<file path="config.mk">
export PLATFORM = sky130hd
export DESIGN_NAME = vqtt_check
export DESIGN_NICKNAME = d
export VERILOG_FILES = /design/src/rtl/vqtt_pkg.sv /design/src/rtl/vqtt_check.sv
export SDC_FILE = /design/constraint.sdc
export NUM_CORES = 1
export LEC_CHECK = 0
export BUFFER_PORTS_ARGS = -buffer_cell sky130_fd_sc_hd__buf_2
export CAP_MARGIN = 20
export CORE_MARGIN = 2
export CORE_UTILIZATION = 49
export DETAILED_ROUTE_END_ITERATION = 10
export PLACE_DENSITY_LB_ADDON = 0.05
export SYNTH_ARGS = -nofsm -noshare
export SYNTH_HDL_FRONTEND = slang
export SYNTH_SLANG_ARGS = --single-unit
</file>
<file path="constraint.sdc">
create_clock -name vclk -period 2.9
set_clock_uncertainty 0.05 [all_clocks]
set_input_delay 0.435 -clock vclk [all_inputs]
set_output_delay 0.435 -clock vclk [all_outputs]
set_load 0.01 [all_outputs]
</file>
<file path="src/rtl/vqtt_pkg.sv">
// ----------------------------------------------------------------------------
// vqtt_pkg
// Shared types and constants of the VQ twiddled texture decoder.
// ----------------------------------------------------------------------------
`default_nettype none

package vqtt_pkg;

  localparam int CODEBOOK_DEPTH_DEF = 1024;
  localparam int MAX_SIDE_DEF       = 4096;

  // Configuration register indexes.
  typedef enum logic [1:0] {
    REG_CODEBOOK_ENTRIES = 2'd0,
    REG_SMALL_MODE       = 2'd1,
    REG_IMAGE_WIDTH      = 2'd2,
    REG_CODE_BYTE_COUNT  = 2'd3
  } reg_index_t;

  localparam int CFG_DATA_W = 23;

  localparam logic [10:0] ENTRIES_RST = 11'd1024;
  localparam logic [12:0] WIDTH_RST   = 13'd4096;
  localparam logic [22:0] COUNT_RST   = 23'd4194304;

  typedef enum logic {
    OP_LOAD   = 1'b0,
    OP_DECODE = 1'b1
  } opcode_t;

  typedef struct packed {
    logic [0:0]  opcode;
    logic [9:0]  entry_address;
    logic [15:0] entry_value;
    logic [21:0] code_offset;
    logic [7:0]  code_byte;
  } in_item_t;

  typedef struct packed {
    logic [11:0] pixel_x;
    logic [11:0] pixel_y;
    logic [15:0] pixel_value;
    logic        error;
    logic        last;
  } out_item_t;

  typedef struct packed {
    logic [10:0] codebook_entries;
    logic        small_mode;
    logic [12:0] image_width;
    logic [22:0] code_byte_count;
  } cfg_t;

  // Block position and verdict of one decode request.
  typedef struct packed {
    logic        bad;
    logic [10:0] bx;
    logic [10:0] by;
  } decode_info_t;

endpackage

`default_nettype wire

</file>
<file path="src/rtl/vqtt_check.sv">
// ----------------------------------------------------------------------------
// vqtt_check
// De-interleaves the code offset and checks a decode request against bounds.
// ----------------------------------------------------------------------------
`default_nettype none

module vqtt_check #(
  parameter int CODEBOOK_DEPTH = vqtt_pkg::CODEBOOK_DEPTH_DEF,
  parameter int MAX_SIDE       = vqtt_pkg::MAX_SIDE_DEF
) (
  input  vqtt_pkg::cfg_t         cfg,
  input  logic [21:0]            code_offset,
  input  logic [7:0]             code_byte,
  output vqtt_pkg::decode_info_t info
);

  logic [10:0] bx;
  logic [10:0] by;
  logic [12:0] side;
  logic [9:0]  base;
  logic        bad_offset;
  logic        bad_grid;
  logic        bad_small;
  logic        bad_depth;

  // Odd offset bits form the block column, even bits the block row.
  always_comb begin
    for (int i = 0; i < 11; i++) begin
      bx[i] = code_offset[2*i+1];
      by[i] = code_offset[2*i];
    end
  end

  assign side = (cfg.image_width > 13'(MAX_SIDE)) ? 13'(MAX_SIDE) : cfg.image_width;
  assign base = {code_byte, 2'b00};

  assign bad_offset = {1'b0, code_offset} >= cfg.code_byte_count;
  assign bad_grid   = ({1'b0, bx, 1'b0} + 13'd2 > side) ||
                      ({1'b0, by, 1'b0} + 13'd2 > side);
  assign bad_small  = cfg.small_mode && ({1'b0, base} + 11'd4 > cfg.codebook_entries);
  assign bad_depth  = {2'b00, base} + 12'd3 >= 12'(CODEBOOK_DEPTH);

  assign info.bad = bad_offset || bad_grid || bad_small || bad_depth;
  assign info.bx  = bx;
  assign info.by  = by;

endmodule

`default_nettype wire

</file>
* Yosys cells after proc, flatten, opt, wreduce, memory -nomap -nowiden
Cells that the tools add are included.
** Word-level totals
- Flip-flop bits (word level) :: 0
- Word-level logic and storage cells :: 16
** Cells by class
- $add $sub $neg :: 4
- $lt $le $gt $ge :: 6
- Muxes and demuxes :: 1
- Reduce and logical (&&, ||, !) cells :: 5
** Operator list (count)
- $add 12x2->13 const B :: 2
- $gt 13x13->1 :: 2
- $ge 22x23->1 :: 1
- $gt 13x13->1 const B :: 1
- $mux 13 :: 1
- $add 10x2->11 const B :: 1
- $add 10x3->11 const B :: 1
- $ge 11x11->1 const B :: 1
- $gt 11x11->1 :: 1
- $logic_or 1x1->1 :: 4
- $logic_and 1x1->1 :: 1

* Depth between registers and ports, before layout
- Word-level depth :: 7
- Depth in mapped cells :: 11
- Gate-level depth less buffers :: 11

* Worst setup path after synthesis
Ideal clock, no wire load.
- Kind :: input to output
- From :: input code_byte[0]
- To :: output info[22] (netlist bit)
- Data arrival time :: 2226 ps
- Data required time :: 2415 ps
- Path slack :: 189 ps
- Stages on the path :: 10
- Path through :: ha_1 nand3_1 nor2_1 and3_1 ha_1 a22o_1 nor4_2 o21ai_0 a221oi_2 nand4_1
** RTL lines
- from (decl) :: line vqtt_check.sv:13 : input logic [7:0] code_byte,
- to (decl) :: line vqtt_check.sv:14 : output vqtt_pkg::decode_info_t info

==> metrics.yaml <==
layout:
  drive_above_1_share: 0.442
  seq_area_um2: 0
  num-clock-buffers: 0
  seq_cell_count: 0
  antennaDiodeCount: 0
  area_delta_synth_final_pct: 45.3
  layout.nets: 531
  nFillCells: 351
routing:
  route.detailed.drc: 0
  wl_per_cell_um: 12.9
  num_vias: 2305
  drtAntennaViolNets: 0
  viasPerCell: 5.19
  wirelength_um: 5720
  first_pass_iters: 4
  dr.first_iter.drc_count: 66
critical_path:
  crit_chain: "buf_2, ha_1, and3_4, buf_4, xor2_2, ha_1, nand4_1, nor2_1, a221o_1, o21ai_2, nand4_1, buf_2"
  cp_top_family: "compound AO/OA/AOI/OAI gates"
  crit_required_ns: 2.41
  path_buf_inv: 3
  crit_path_max_fanout: 3
  cp-start-kind: "input port"
  worstSetupPathType: "in -> out"
  critPathSlowestCell: "a221o_1"
  critPathMaxStageDelay_ns: 0.36
  crit_path_end_kind: "primary output"
  worstPathArrival_ns: 2.44
clocking:
  ctsHoldBuffers: 0
placed_design:
  place.port_buffers: 101
  place_ws_ns: -0.200
  gp_congestion: 0.850
  hpwl_um: 5000
run_status:
  violations: "negative setup slack"
  run_status: "complete, but fails checks"
synthesis:
  ys_top_cells_by_count: "57 x ha_1, 40 x inv_1, 23 x nand2_1"
  ys_seq_area_frac: 0
  mappedNetlistNets: 410
  synth_top_area_share: 0.354
  ys_types: 38
  avgSynthCellArea_um2: 7.32
  synthCells: 275
  yosys_warnings: 0
  synthMostInstantiatedCell: "ha_1"
  yosys-top-cells-area: "ha_1 35%, buf_4 8.2%, inv_1 7.5%, xnor2_1 7.0%, nand2_1 4.3%"
  mappedNetlistArea_mm2: 0.00201
  synth_top_cell_by_area: "ha_1"
timing:
  rsz0062_at_grt: "yes"
  maxSlewHeadroom: 0.756
  drv_slew: 0
  finalSetupViolations: 1
  setup_slack_ns: -0.0225
  min_period_ns: 2.92
  worstMarginPinSlew_ns: 0.357
  hold_violations: 0
  fmax_mhz: 342
  period_share: 1.01
die:
  die_x_um: 68.1
  io_pins: 101
  placementRows: 23
  fp.dieArea_mm2: 0.00463
  die_height_um: 68.1
  start_util: 0.507
  core_region_area_mm2: 0.00397
global_routing:
  grt_pass1_wl_um: 8940
  overflow: 0
  antenna_found_initial: 0
  grtUsageTotal: 0.246
  grt_pass1_vias: 2115
  grt_start_max_net_pins: 11
power:
  total_power_mw: 0.407
  switching_power_mw: 0.199
  share_comb_of_total_power: 1.000
  vdd_drop_max_v: 0.0000722
  p_sw_frac: 0.489
  power_leakage_nw: 1.61
  intPower_mw: 0.208
  p_per_area_mw_per_mm2: 139
  pwr-share-clk: 0
  seq_power_share: 0
job:
  drv_cap: 0
min_path:
  hold_class: "in -> out"
[per-stage QoR]
stage                     utilization  instance area [um2]  cells  hold WS (ns)  TNS (ns)
final                           0.736                 2920    444          1.06   -0.0225
after global routing            0.736                 2920    444          1.09    -0.129
after CTS                       0.717                 2850    444          1.07         0
after detailed placement        0.681                 2700    442          1.06    -0.200
after global placement          0.681                 2700    442          1.06    -0.139
after floorplan                     -                 2010    275         0.912         0
[placed cells by master (no fill, tap or decap), drive strengths merged, types with 2 or more instances in the layout]
cell    synthesis  final
a211o           3      3
xor2            8      8
a21oi          14     14
nor3            2      2
ha             57     57
o211ai          2      2
o21ai           7      7
inv            40     40
a211oi          4      4
nand3          16     16
and3           11     11
nand4          13     13
xnor2          17     17
nand2          23     23
nand4b          3      3
buf            23    142
o21a            2      2
nor2           13     13
a21o            2      2
[metal layers]
layer | vias up | global-route usage | wire, um
li1 | 1196 | - | -
met1 | 1028 | 0.314 | 2460
met2 | 77 | 0.465 | 2920
met3 | 4 | 0.00987 | 286
met4 | 0 | 0.0275 | 58
met5 | - | 0 | 0
[power groups by stage]
stage / logic [mW] / registers (mW) / clock network, mW
2_1_floorplan: 0.221 / 0 / 0
3_3_place_gp: 0.371 / 0 / 0
3_5_place_dp: 0.376 / 0 / 0
4_1_cts: 0.394 / 0 / 0
5_1_grt: 0.458 / 0 / 0
6_report: 0.407 / 0 / 0
[kinds of logic after synthesis]
| family | share of synthesized area |
|---|---|
| AOI/OAI and AO/OA | 0.152 |
| xor gates and xnor gates | 0.113 |
| adders and majority gates | 0.360 |
| buffers and inverters | 0.159 |
| and+or+nand+nor | 0.216 |
[layout make-up]
type	count	area, um2	share of cell area
multi-input cells	212	1850	0.633
repair buffers	142	860	0.294
inverters	40	150	0.0513
well taps	50	62.6	0.0214
[path summary, 6_finish.rpt]
kind / start / to / slack, ns / depth (start not counted)
worst max-delay path: code_offset[0] / info[22] / -0.02 / 12
worst min-delay path: code_offset[21] / info[21] / 1.06 / 2
[what timing repair did]
action | 4_1_cts | 5_1_grt
setup buffers | 2 | 0
endpoints found under the setup margin | 1 | 1
pin swaps | 24 | 18
gates resized for setup | 29 | 15
(Power assumes the default switching activity.)
